`src/design/sensor_rms_and_trend_predictor_core_assert.svh`:
```
// Assertion macros shared by the sensor trend core modules.
// Expects clk and arst_n in the scope of each use.
`ifndef SENSOR_RMS_AND_TREND_PREDICTOR_CORE_ASSERT_SVH
`define SENSOR_RMS_AND_TREND_PREDICTOR_CORE_ASSERT_SVH

// Same-cycle implication, checked out of reset
`define SRTP_ASSERT_IMPL(name, pre, post, msg) \
	name: assert property (@(posedge clk) disable iff (!arst_n) (pre) |-> (post)) \
		else $error(msg);

// Next-cycle implication, checked out of reset
`define SRTP_ASSERT_NEXT(name, pre, post, msg) \
	name: assert property (@(posedge clk) disable iff (!arst_n) (pre) |=> (post)) \
		else $error(msg);

`endif

```
`src/design/srtp_pkg.sv`:
```
// Shared types and constants for the sensor trend core.
// No dependencies.
package srtp_pkg;

	// Default depth of the temperature window
	localparam int WINDOW_DEF = 16;

	// 25 C in 8.8 fixed point, the ring and held value after reset
	localparam logic signed [15:0] TEMP_RESET = 16'sd6400;

	// Offset that makes the window sum nonnegative before division
	localparam int BIAS = 32768;

	// Entries of the queue between front and back
	localparam int QDEPTH = 2;

	// One sample word after the held values are settled
	typedef struct packed {
		logic signed [15:0] temp;
		logic [14:0]        humidity;
		logic signed [15:0] ax;
		logic signed [15:0] ay;
		logic signed [15:0] az;
	} srtp_item_t;

endpackage

```
`src/design/srtp_front.sv`:
```
// Front end: accepts sample words and resolves the held readings.
// Depends on srtp_pkg.
module srtp_front (
	input  logic               clk,
	input  logic               arst_n,
	input  logic               in_valid,
	output logic               in_ready,
	input  logic               temp_valid,
	input  logic signed [15:0] temperature,
	input  logic               humid_valid,
	input  logic [14:0]        humidity,
	input  logic signed [15:0] accel_x,
	input  logic signed [15:0] accel_y,
	input  logic signed [15:0] accel_z,
	output logic               push_valid,
	input  logic               push_ready,
	output srtp_pkg::srtp_item_t push_item
);
	import srtp_pkg::*;

	logic signed [15:0] last_temp_q;
	logic [14:0]        last_hum_q;
	logic               accept;

	assign in_ready   = push_ready;
	assign push_valid = in_valid;
	assign accept     = in_valid && push_ready;

	// Take the new reading if it is good, else keep the last one
	always_comb begin
		push_item.temp     = temp_valid ? temperature : last_temp_q;
		push_item.humidity = humid_valid ? humidity : last_hum_q;
		push_item.ax       = accel_x;
		push_item.ay       = accel_y;
		push_item.az       = accel_z;
	end

	// Hold the last good readings
	always_ff @(posedge clk or negedge arst_n) begin
		if (!arst_n) begin
			last_temp_q <= TEMP_RESET;
			last_hum_q  <= '0;
		end else if (accept) begin
			last_temp_q <= push_item.temp;
			last_hum_q  <= push_item.humidity;
		end
	end

endmodule

```
`src/design/srtp_queue.sv`:
```
// Short queue of sample words between front and back.
// Depends on srtp_pkg and the assertion header.
module srtp_queue (
	input  logic                 clk,
	input  logic                 arst_n,
	input  logic                 wr_valid,
	output logic                 wr_ready,
	input  srtp_pkg::srtp_item_t wr_item,
	output logic                 rd_valid,
	input  logic                 rd_ready,
	output srtp_pkg::srtp_item_t rd_item
);
	import srtp_pkg::*;
	`include "sensor_rms_and_trend_predictor_core_assert.svh"

	localparam int PW = (QDEPTH > 1) ? $clog2(QDEPTH) : 1;
	localparam int CW = $clog2(QDEPTH + 1);

	srtp_item_t      slot_q [QDEPTH];
	logic [PW-1:0]   wp_q;
	logic [PW-1:0]   rp_q;
	logic [CW-1:0]   cnt_q;
	logic            push;
	logic            pop;

	assign wr_ready = (cnt_q != CW'(QDEPTH));
	assign rd_valid = (cnt_q != '0);
	assign rd_item  = slot_q[rp_q];
	assign push     = wr_valid && wr_ready;
	assign pop      = rd_valid && rd_ready;

	// Store the incoming word
	always_ff @(posedge clk) begin
		if (push) begin
			slot_q[wp_q] <= wr_item;
		end
	end

	// Advance pointers and fill count
	always_ff @(posedge clk or negedge arst_n) begin
		if (!arst_n) begin
			wp_q  <= '0;
			rp_q  <= '0;
			cnt_q <= '0;
		end else begin
			if (push) begin
				wp_q <= (wp_q == PW'(QDEPTH - 1)) ? '0 : wp_q + 1'b1;
			end
			if (pop) begin
				rp_q <= (rp_q == PW'(QDEPTH - 1)) ? '0 : rp_q + 1'b1;
			end
			if (push && !pop) begin
				cnt_q <= cnt_q + 1'b1;
			end else if (pop && !push) begin
				cnt_q <= cnt_q - 1'b1;
			end
		end
	end

	`SRTP_ASSERT_IMPL(a_q_bound, 1'b1, cnt_q <= CW'(QDEPTH), "queue count beyond depth")
	`SRTP_ASSERT_NEXT(a_q_fill, push && !pop, cnt_q != '0, "queue empty after a push")
	`SRTP_ASSERT_NEXT(a_q_room, pop && !push, cnt_q != CW'(QDEPTH), "queue full after a pop")

endmodule

```
`src/design/srtp_back.sv`:
```
// Back end: temperature ring, window mean, trend and acceleration RMS.
// Depends on srtp_pkg and the assertion header.
module srtp_back #(
	parameter int WINDOW = srtp_pkg::WINDOW_DEF
) (
	input  logic                 clk,
	input  logic                 arst_n,
	input  logic                 q_valid,
	output logic                 q_ready,
	input  srtp_pkg::srtp_item_t q_item,
	output logic                 out_valid,
	input  logic                 out_ready,
	output logic signed [15:0]   held_temp,
	output logic [14:0]          held_humidity,
	output logic signed [15:0]   window_mean,
	output logic signed [15:0]   predicted_temp,
	output logic [14:0]          accel_rms
);
	import srtp_pkg::*;
	`include "sensor_rms_and_trend_predictor_core_assert.svh"

	localparam int LW = $clog2(WINDOW);
	localparam int SW = 16 + LW;
	localparam int DW = 16 + LW;
	localparam int PW = 2 * DW + 1;
	localparam int DIV_SH = DW + LW;
	localparam logic signed [SW-1:0] SUM_RESET = SW'(6400 * WINDOW);
	localparam logic [DW-1:0] BIAS_W = DW'(BIAS * WINDOW);
	// Rounded-up reciprocals: exact floor quotients over the full operand range
	localparam logic [31:0] RECIP3 = 32'hAAAA_AAAB;
	localparam logic [DW:0] RECIP_W =
		(DW + 1)'(((longint'(1) << DIV_SH) + longint'(WINDOW) - 1) / longint'(WINDOW));

	typedef enum logic [5:0] {
		ST_IDLE  = 6'b000001,
		ST_READ  = 6'b000010,
		ST_SUM   = 6'b000100,
		ST_SCALE = 6'b001000,
		ST_ITER  = 6'b010000,
		ST_DONE  = 6'b100000
	} state_t;

	state_t               state_q;
	logic [3:0]           cnt_q;
	logic [LW-1:0]        slot_q;
	logic [WINDOW-1:0]    vld_q;
	logic signed [SW-1:0] sum_q;
	logic                 out_valid_q;

	logic signed [15:0]   mem [WINDOW];
	srtp_item_t           item_q;
	logic signed [15:0]   rdata_q;
	logic                 old_vld_q;
	logic [30:0]          sx_q;
	logic [30:0]          sy_q;
	logic [30:0]          sz_q;
	logic [31:0]          sq_q;
	logic [DW-1:0]        bsum_q;
	logic [17:0]          srem_q;
	logic [15:0]          root_q;
	logic [15:0]          dq_q;

	logic signed [15:0]   held_temp_q;
	logic [14:0]          held_hum_q;
	logic signed [15:0]   mean_q;
	logic signed [15:0]   pred_q;
	logic [14:0]          rms_q;

	logic                 pop;
	logic                 load_out;
	logic signed [15:0]   old_temp;
	logic signed [SW-1:0] sum_next;
	logic [DW-1:0]        biased;
	logic signed [31:0]   px;
	logic signed [31:0]   py;
	logic signed [31:0]   pz;
	logic [30:0]          sq3;
	logic [15:0]          wq;
	logic [19:0]          s_tmp;
	logic [19:0]          s_trial;
	logic                 s_ge;
	logic signed [15:0]   mean_w;
	logic signed [18:0]   h19;
	logic signed [18:0]   m19;
	logic signed [18:0]   pred_w;

	assign pop      = (state_q == ST_IDLE) && q_valid;
	assign q_ready  = (state_q == ST_IDLE);
	assign load_out = (state_q == ST_DONE) && (!out_valid_q || out_ready);

	// Ring update and squared axes
	always_comb begin
		old_temp = old_vld_q ? rdata_q : TEMP_RESET;
		sum_next = sum_q + SW'(item_q.temp) - SW'(old_temp);
		biased   = $unsigned(sum_q) + BIAS_W;
		px       = item_q.ax * item_q.ax;
		py       = item_q.ay * item_q.ay;
		pz       = item_q.az * item_q.az;
	end

	// Scale by the reciprocals of three and of the window depth
	always_comb begin
		sq3 = 31'((64'(sq_q) * 64'(RECIP3)) >> 33);
		wq  = 16'((PW'(bsum_q) * PW'(RECIP_W)) >> DIV_SH);
	end

	// One step of the square root, two radicand bits per step
	always_comb begin
		s_tmp   = {srem_q, sq_q[31:30]};
		s_trial = {2'b00, root_q, 2'b01};
		s_ge    = (s_tmp >= s_trial);
	end

	// Mean from the offset quotient, then the saturated trend
	always_comb begin
		mean_w = {~dq_q[15], dq_q[14:0]};
		h19    = 19'(item_q.temp);
		m19    = 19'(mean_w);
		pred_w = (h19 <<< 1) + h19 - (m19 <<< 1);
	end

	// Control: sequence, ring slot, valid bits, running sum, output flag
	always_ff @(posedge clk or negedge arst_n) begin
		if (!arst_n) begin
			state_q     <= ST_IDLE;
			cnt_q       <= '0;
			slot_q      <= '0;
			vld_q       <= '0;
			sum_q       <= SUM_RESET;
			out_valid_q <= 1'b0;
		end else begin
			if (out_valid_q && out_ready && !load_out) begin
				out_valid_q <= 1'b0;
			end
			case (state_q)
				ST_IDLE: begin
					if (q_valid) begin
						state_q <= ST_READ;
					end
				end
				ST_READ: begin
					sum_q         <= sum_next;
					vld_q[slot_q] <= 1'b1;
					slot_q        <= (slot_q == LW'(WINDOW - 1)) ? '0 : slot_q + 1'b1;
					state_q       <= ST_SUM;
				end
				ST_SUM: begin
					state_q <= ST_SCALE;
				end
				ST_SCALE: begin
					cnt_q   <= '0;
					state_q <= ST_ITER;
				end
				ST_ITER: begin
					cnt_q <= cnt_q + 1'b1;
					if (cnt_q == 4'd15) begin
						state_q <= ST_DONE;
					end
				end
				ST_DONE: begin
					if (load_out) begin
						out_valid_q <= 1'b1;
						state_q     <= ST_IDLE;
					end
				end
				default: begin
					state_q <= ST_IDLE;
				end
			endcase
		end
	end

	// Ring memory: read at pop, write back in the following cycle
	always_ff @(posedge clk) begin
		if (pop) begin
			rdata_q <= mem[slot_q];
		end
		if (state_q == ST_READ) begin
			mem[slot_q] <= item_q.temp;
		end
	end

	// Datapath registers
	always_ff @(posedge clk) begin
		if (pop) begin
			item_q    <= q_item;
			old_vld_q <= vld_q[slot_q];
		end
		if (state_q == ST_READ) begin
			sx_q <= px[30:0];
			sy_q <= py[30:0];
			sz_q <= pz[30:0];
		end
		if (state_q == ST_SUM) begin
			sq_q   <= 32'(sx_q) + 32'(sy_q) + 32'(sz_q);
			bsum_q <= biased;
		end
		if (state_q == ST_SCALE) begin
			sq_q   <= {1'b0, sq3};
			dq_q   <= wq;
			srem_q <= '0;
			root_q <= '0;
		end
		if (state_q == ST_ITER) begin
			sq_q <= {sq_q[29:0], 2'b00};
			if (s_ge) begin
				srem_q <= 18'(s_tmp - s_trial);
				root_q <= {root_q[14:0], 1'b1};
			end else begin
				srem_q <= s_tmp[17:0];
				root_q <= {root_q[14:0], 1'b0};
			end
		end
		if (load_out) begin
			held_temp_q <= item_q.temp;
			held_hum_q  <= item_q.humidity;
			mean_q      <= mean_w;
			if (pred_w > 19'sd32767) begin
				pred_q <= 16'sh7FFF;
			end else if (pred_w < -19'sd32768) begin
				pred_q <= 16'sh8000;
			end else begin
				pred_q <= pred_w[15:0];
			end
			rms_q <= root_q[15] ? 15'h7FFF : root_q[14:0];
		end
	end

	assign out_valid      = out_valid_q;
	assign held_temp      = held_temp_q;
	assign held_humidity  = held_hum_q;
	assign window_mean    = mean_q;
	assign predicted_temp = pred_q;
	assign accel_rms      = rms_q;

	`SRTP_ASSERT_NEXT(a_done_loads, load_out, out_valid_q, "result not registered")
	`SRTP_ASSERT_NEXT(a_iter_ends, (state_q == ST_ITER) && (cnt_q == 4'd15), state_q == ST_DONE, "root loop overran")
	`SRTP_ASSERT_NEXT(a_scale_iter, state_q == ST_SCALE, state_q == ST_ITER, "scaling step not followed by the root loop")
	`SRTP_ASSERT_IMPL(a_sqrt_rem, state_q == ST_ITER, srem_q <= {1'b0, root_q, 1'b0}, "root remainder too large")

endmodule

```
`src/design/sensor_rms_and_trend_predictor_core.sv`:
```
// Each accepted word goes through the queue into the back end, which reads the ring,
// writes it back and updates the sum, sums the squared axes, scales by the reciprocals,
// runs the 16-step square root loop and hands over; it takes no new word until then.
// A two-word queue lets the front take words while the back is busy.
// Reset: asynchronous, clears the ring valid bits so every entry reads 25 C,
// sets the running sum and held values; no clearing pass is needed.
module sensor_rms_and_trend_predictor_core #(
	parameter int WINDOW = srtp_pkg::WINDOW_DEF
) (
	input  logic               clk,
	input  logic               arst_n,
	input  logic               in_valid,
	output logic               in_ready,
	input  logic               temp_valid,
	input  logic signed [15:0] temperature,
	input  logic               humid_valid,
	input  logic [14:0]        humidity,
	input  logic signed [15:0] accel_x,
	input  logic signed [15:0] accel_y,
	input  logic signed [15:0] accel_z,
	output logic               out_valid,
	input  logic               out_ready,
	output logic signed [15:0] held_temp,
	output logic [14:0]        held_humidity,
	output logic signed [15:0] window_mean,
	output logic signed [15:0] predicted_temp,
	output logic [14:0]        accel_rms
);
	import srtp_pkg::*;

	logic       push_valid;
	logic       push_ready;
	srtp_item_t push_item;
	logic       q_valid;
	logic       q_ready;
	srtp_item_t q_item;

	// Accept and settle held readings
	srtp_front u_front (
		.clk         (clk),
		.arst_n      (arst_n),
		.in_valid    (in_valid),
		.in_ready    (in_ready),
		.temp_valid  (temp_valid),
		.temperature (temperature),
		.humid_valid (humid_valid),
		.humidity    (humidity),
		.accel_x     (accel_x),
		.accel_y     (accel_y),
		.accel_z     (accel_z),
		.push_valid  (push_valid),
		.push_ready  (push_ready),
		.push_item   (push_item)
	);

	// Decouple front from back
	srtp_queue u_queue (
		.clk      (clk),
		.arst_n   (arst_n),
		.wr_valid (push_valid),
		.wr_ready (push_ready),
		.wr_item  (push_item),
		.rd_valid (q_valid),
		.rd_ready (q_ready),
		.rd_item  (q_item)
	);

	// Ring, mean, trend and RMS
	srtp_back #(
		.WINDOW (WINDOW)
	) u_back (
		.clk            (clk),
		.arst_n         (arst_n),
		.q_valid        (q_valid),
		.q_ready        (q_ready),
		.q_item         (q_item),
		.out_valid      (out_valid),
		.out_ready      (out_ready),
		.held_temp      (held_temp),
		.held_humidity  (held_humidity),
		.window_mean    (window_mean),
		.predicted_temp (predicted_temp),
		.accel_rms      (accel_rms)
	);

endmodule

```
`config.mk`:
```
export PLATFORM = sky130hd
export DESIGN_NAME = sensor_rms_and_trend_predictor_core
export DESIGN_NICKNAME = d
export VERILOG_FILES = /design/src/design/srtp_pkg.sv /design/src/design/srtp_front.sv /design/src/design/srtp_queue.sv /design/src/design/srtp_back.sv /design/src/design/sensor_rms_and_trend_predictor_core.sv
export VERILOG_INCLUDE_DIRS = /design/src /design/src/design
export SDC_FILE = /design/constraint.sdc
export NUM_CORES = 2
export LEC_CHECK = 0
export BUFFER_PORTS_ARGS = -buffer_cell sky130_fd_sc_hd__buf_2
export CORE_MARGIN = 5
export CORE_UTILIZATION = 35
export CTS_BUF_LIST = sky130_fd_sc_hd__clkbuf_2 sky130_fd_sc_hd__clkbuf_4 sky130_fd_sc_hd__clkbuf_8
export CTS_CLUSTER_SIZE = 30
export DETAILED_ROUTE_END_ITERATION = 16
export SETUP_SLACK_MARGIN = 0.02
export SLEW_MARGIN = 20
export SYNTH_ARGS = -nofsm -noshare
export SYNTH_HDL_FRONTEND = slang
export SYNTH_SLANG_ARGS = --single-unit
export TNS_END_PERCENT = 20
```
`constraint.sdc`:
```
create_clock -name clk -period 18.7 [get_ports clk]
set_input_delay 0.935 -clock clk [delete_from_list [all_inputs] [get_ports clk]]
set_output_delay 0.935 -clock clk [all_outputs]
set_load 0.05 [all_outputs]
```
== Yosys cells after proc, flatten, opt, wreduce, memory -nomap -nowiden ==
Memories as Yosys holds them, arrays and structs flattened. A register that Yosys moved wholly into a read port is not among the register bits.
Cells that the tools add are included.
Operators by class
  magnitude comparators: 5
  equal/unequal tests: 12
  $add $sub $neg: 14
  bitwise logic cells: 2
  multipliers: 4
  reduce and logical (&&, ||, !) cells: 19
  multiplexer cells: 34
Operator list (count)
  $mux 32: 3
  $mul 16x16->31: 3
  $mux 16: 5
  $mul 32x32->64 const B: 1
  $mux 18: 3
  $pmux 6 s6: 1
  $add 31x31->32: 1
  $add 32x31->32: 1
  $add 20x16->20: 1
  $add 20x20->20 const B: 1
  $ge 20x18->1: 1
  $sub 20x16->20: 1
  $gt 19x16->1 const B: 1
  $lt 19x16->1 const B: 1
  $sub 18x17->19: 1
  $add 17x16->18: 1
  $mux 6: 3
  $sub 18x18->18: 1
  $or 16x16->16: 1
  $mux 15: 1
  $mux 1: 12
  $add 4x1->4 const B: 2
  $eq 4x4->1 const B: 2
  $logic_and 1x1->1: 8
  24 further kinds: 34
Word-level totals
  output and inout bits: 80
  memory bits (writable): 414
  input port bits: 85
  register bits after elaboration: 360
  logic and storage cells: 118
  memories: 2
Memories
  u_back.mem: words 16, width 16, rd ports 1, clocked after Yosys merged registers in 1, wr ports 1, RTL line srtp_back.sv:50  | logic signed [15:0] mem [WINDOW];
  u_queue.slot_q: words 2, width 79, rd ports 1, clocked after Yosys merged registers in 1, wr ports 1, RTL line srtp_queue.sv:19  | srtp_item_t slot_q [QDEPTH];

== Logic depth before layout (Yosys ltp) ==
  depth after elaboration: 8
  gate-level depth with buffers: 27
  mapped depth without buffers: 27

== By module ==
From an unflattened synthesis, not the netlist that was laid out.
Unflattened totals
  cells, all modules: 6623
  area total of the unflattened synthesis: 79228.5 um^2
By module, submodules not included
  srtp_back: sequential area each 19819.0 um^2, area each 70921.8 um^2, cells each 6208, instances 1
  srtp_queue: sequential area each 4844.6 um^2, area each 6296.0 um^2, cells each 264, instances 1
  srtp_front: sequential area each 779.5 um^2, area each 2010.7 um^2, cells each 151, instances 1

== Least setup slack after synthesis ==
OpenSTA, ideal clock, no wires.
  kind: reg2reg
  start: register u_back.sq_q[22]
  end: register u_back.sq_q[29] (data pin)
  data required time: 18.439 ns
  arrival: 6.829 ns
  stages on the path, launching flop included: 26
  period minus slack after synthesis: 7.090 ns
  buffers on the path: 0
  slack: 11.610 ns
  cell sequence: edfxtp_1 ha_1 inv_1 fa_1 inv_1 fa_1 inv_1 fa_1 inv_1 fa_1 fa_1 fa_1 inv_1 fa_1 inv_1 ha_1 and3_1 o211a_1 nand2_1 o22ai_1 or3_4 a31o_4 a31o_4 a211oi_2 nor4_1 a221o_1
On the way
  word-level cells in the longest chain between the ends: 3
Ends and longest elaborated chain
  start, declared: RTL line srtp_back.sv:57  | logic [31:0] sq_q;
  start signal, assigned: RTL line srtp_back.sv:195  | sq_q <= 32'(sx_q) + 32'(sy_q) + 32'(sz_q);
  start signal, assigned: RTL line srtp_back.sv:199  | sq_q <= {1'b0, sq3};
  start signal, assigned: RTL line srtp_back.sv:205  | sq_q <= {sq_q[29:0], 2'b00};
  $mul 32x32->64: RTL line srtp_back.sv:103  | sq3 = 31'((64'(sq_q) * 64'(RECIP3)) >> 33);
  $mux 32: RTL line srtp_back.sv:198  | if (state_q == ST_SCALE) begin
  $mux 32: RTL line srtp_back.sv:204  | if (state_q == ST_ITER) begin
No other way between the ends.
A chain may end at the register's enable or synchronous reset.

== Final worst setup path ==
  start: register u_back.sq_q[1]
  end: register u_back.sq_q[28] (data pin)
The elaborated chain is that of the path after synthesis.

==> flow_metrics.env <==
export IMPL_finalMaxSlewViolations=0
export IMPL_hold_viol=0
export IMPL_drive_above_1_share_pct=11.3
export IMPL_synth_edf_count=774
export IMPL_setup_violations=0
export IMPL_filler_cell_count=21600
export IMPL_finalCritPeriodShare_pct=44.9
export IMPL_cts_tree="yes"
export IMPL_die_x_um=485
export IMPL_grt_pass1_wl_um=311000
export IMPL_layout_area_overhead_vs_synth_pct=10.0
export IMPL_cts_buffers=155
export IMPL_drt_iter0_markers=3074
export IMPL_dp_cells=9803
export IMPL_initial_utilization_pct=35.2
export IMPL_firstDrtPassIters=5
export IMPL_cts_buffer_depth=3
export IMPL_root_buffer="clkbuf_8"
export IMPL_cts_resized=0
export IMPL_synth_top_cell_by_area="edfxtp_1"
export IMPL_worst_skew_pair_late_latency_ns=0.87
export IMPL_crit_fanout=13
export IMPL_path_class="reg2reg"
export IMPL_wl_per_cell_um=19.5
export IMPL_r2r_cells=23
export IMPL_synth_top_area_share_pct=29.4
export IMPL_period_needed_ns=8.40
export IMPL_multi_input_area_um2=47200
export IMPL_crit_arrival_ns=9.00
export IMPL_setup_tns_final_ns=0
export IMPL_cts_reportedPaths_clkPinSlew_ns=0.06
export IMPL_ys_types=101
export IMPL_rows=174
export IMPL_die_y_um=485
export IMPL_ant_nets=0
export IMPL_synth_commonest_cells="inv_1, fa_1, edfxtp_1"
export IMPL_io_buffers=164
export IMPL_avgSynthCellArea_um2=11.7
export IMPL_hold_depth=1
export IMPL_min_delay_path_class="in2reg"
export IMPL_outcome="finished clean"
export IMPL_endpoint_kind="flop"
export IMPL_fmax_ghz=0.119
export IMPL_start_kind="flop"
export IMPL_synth_ff_type="edfxtp_1"
export IMPL_syn_area_um2=79100
export IMPL_synth_seq_cells=862
export IMPL_grt_usage_pct=17.0
export IMPL_cts_setup_buffers=0
export IMPL_yosysWarnings=0
export IMPL_layout_nets=8873
export IMPL_dp_final_hpwl_um=158000
export IMPL_skew_ns=0.0384
export IMPL_drv_cap=0
export IMPL_regArea_um2=25500
export IMPL_gp_congestion=0.918
export IMPL_drcViolationCount=0
export IMPL_grt_max_degree=57
export IMPL_seq_area_frac_synth_pct=32.2
export IMPL_cts_sinks=862
export IMPL_ctsHtreeMaxLevel=4
export IMPL_final_cell_count_no_fill=10100
export IMPL_grt_pass1_vias=53100
export IMPL_rsz0062_at_grt="false"
export IMPL_ys_async_sr_fraction_pct=9.98
export IMPL_core_um2=225000
export IMPL_overflow=0
export IMPL_num_io_pins=165
export IMPL_relSlewSlack_pct=25.6
export IMPL_num_vias=48700
export IMPL_syn_inst=6738
export IMPL_antenna_found_initial=13
export IMPL_drt_total_wl_um=197000
export IMPL_die_area_um2=236000
export IMPL_drt_vias_per_instance=4.83
export IMPL_tightest_slew_ns=1.12
export IMPL_netlist_top_cells_area="edfxtp_1, fa_1, ha_1"
export IMPL_yosysMostFrequentCell="inv_1"
export IMPL_required_ns=19.30
through the flow:
step	setup slack [ns]	hold slack [ns]	instance area (µm²)	utilization (%)
after floorplan	11.61	0.400	79100	-
after global placement	10.55	0.400	83600	37.2
after detailed placement	10.36	0.405	83600	37.2
after CTS	10.35	0.0720	87000	38.7
after global routing	9.95	0.148	87000	38.7
final	10.30	0.258	87000	38.7
flip-flops by register name (all words and copies together) (netlist names), 16 cells and up:
register and count:
u_back.mem 256, u_queue.slot_q 158, u_back.item_q 63, u_back.sq_q 32, u_back.sx_q 30, u_back.sy_q 30, u_back.sz_q 30, u_back.sum_q 20
u_back.srem_q 18, u_back.bsum_q 16, u_back.dq_q 16, u_back.h19 16, u_back.held_temp 16, u_back.predicted_temp 16, u_back.rdata_q 16, u_back.root_q 16
u_back.vld_q 16, u_back.window_mean 16, u_front.last_temp_q 16
worst max-delay path, stage by stage (launching register included):
cell       delay (ns)
dfxtp_1          0.74
ha_1             0.41
xor2_1           0.58
ha_1             0.26
nand2b_1         0.20
fa_1             0.44
fa_1             0.56
fa_1             0.44
fa_1             0.46
fa_1             0.49
inv_1            0.05
fa_1             0.50
inv_1            0.04
ha_1             0.33
and3_1           0.38
o211a_1          0.23
nand2_1          0.11
a2111oi_4        0.59
or3_4            0.26
and2_4           0.16
a31oi_4          0.15
o311ai_4         0.38
mux2i_1          0.23
o221ai_1         0.13
worst paths after layout:
check | endpoint | slack, ns | startpoint
max in group asynchronous | u_back.slot_q[0] | 16.87 | arst_n
hold / removal | u_queue.slot_q[1][27] | 0.26 | accel_y[11]
hold reg to reg | u_back.dq_q[11] | 0.40 | u_back.bsum_q[15]
setup reg to reg | u_back.sq_q[28] | 10.30 | u_back.sq_q[1]
setup / recovery | u_back.sq_q[28] | 10.30 | u_back.sq_q[1]
min in group asynchronous | u_front.last_temp_q[5] | 0.59 | arst_n
cell families (layout without fill, tap and decap cells):
group	count (synthesis)	after routing	synth area share, %
AO/OA/AOI/OAI	739	739	6.16
XOR/XNOR	220	220	2.45
multiplexers	236	236	4.56
buffers and inverters	1740	2098	8.26
AND/OR/NAND/NOR	1123	1123	6.94
other	1	6	0.00474
adder cells (fa/ha/maj)	1817	1817	39.5
flip-flops	862	862	32.2
routing by layer:
metal,vias to the layer above,routed length (µm),track usage (%)
met5,-,53,0
li1,22400,-,-
met1,25100,87300,23.0
met2,1076,96200,28.6
met4,8,4280,4.12
met3,223,9410,2.75
timing repair:
| item | 4_1_cts | 5_1_grt |
|---|---|---|
| endpoints found under the setup margin | 0 | 0 |
| hold buffers | 1 | 0 |
| hold endpoints to repair | 30 | 0 |
final cells by class:
type | instances | share of cell area, %
Multi-Input combinational cell | 4138 | 54.2
Tap cell | 2992 | 4.30
Clock inverter | 67 | 0.791
Timing Repair Buffer | 221 | 1.50
Antenna cell | 3 | 0.00863
Inverter | 1593 | 6.87
Clock buffer | 217 | 3.07
Sequential cell | 862 | 29.2
layout by cell type, fill, tap and decap left out, types with 31 or more instances in the layout:
cell type and instances:
a21o_1 83, a21oi_1 219, and2_1 181, and3_1 32
buf_2 163, buf_4 53, clkbuf_4 50, clkbuf_8 167
dfrtp_1 75, edfxtp_1 774, fa_1 1130, ha_1 687
inv_1 1588, mux2_2 143, mux4_2 85, nand2_1 359
nand2b_1 59, nand3_1 78, nor2_1 222, nor3_1 45
o21ai_0 144, o21bai_1 31, xnor2_1 140, xor2_1 79
Power is not shown: default switching activity piles up to over one toggle a cycle in this logic, so the estimate is an artifact.
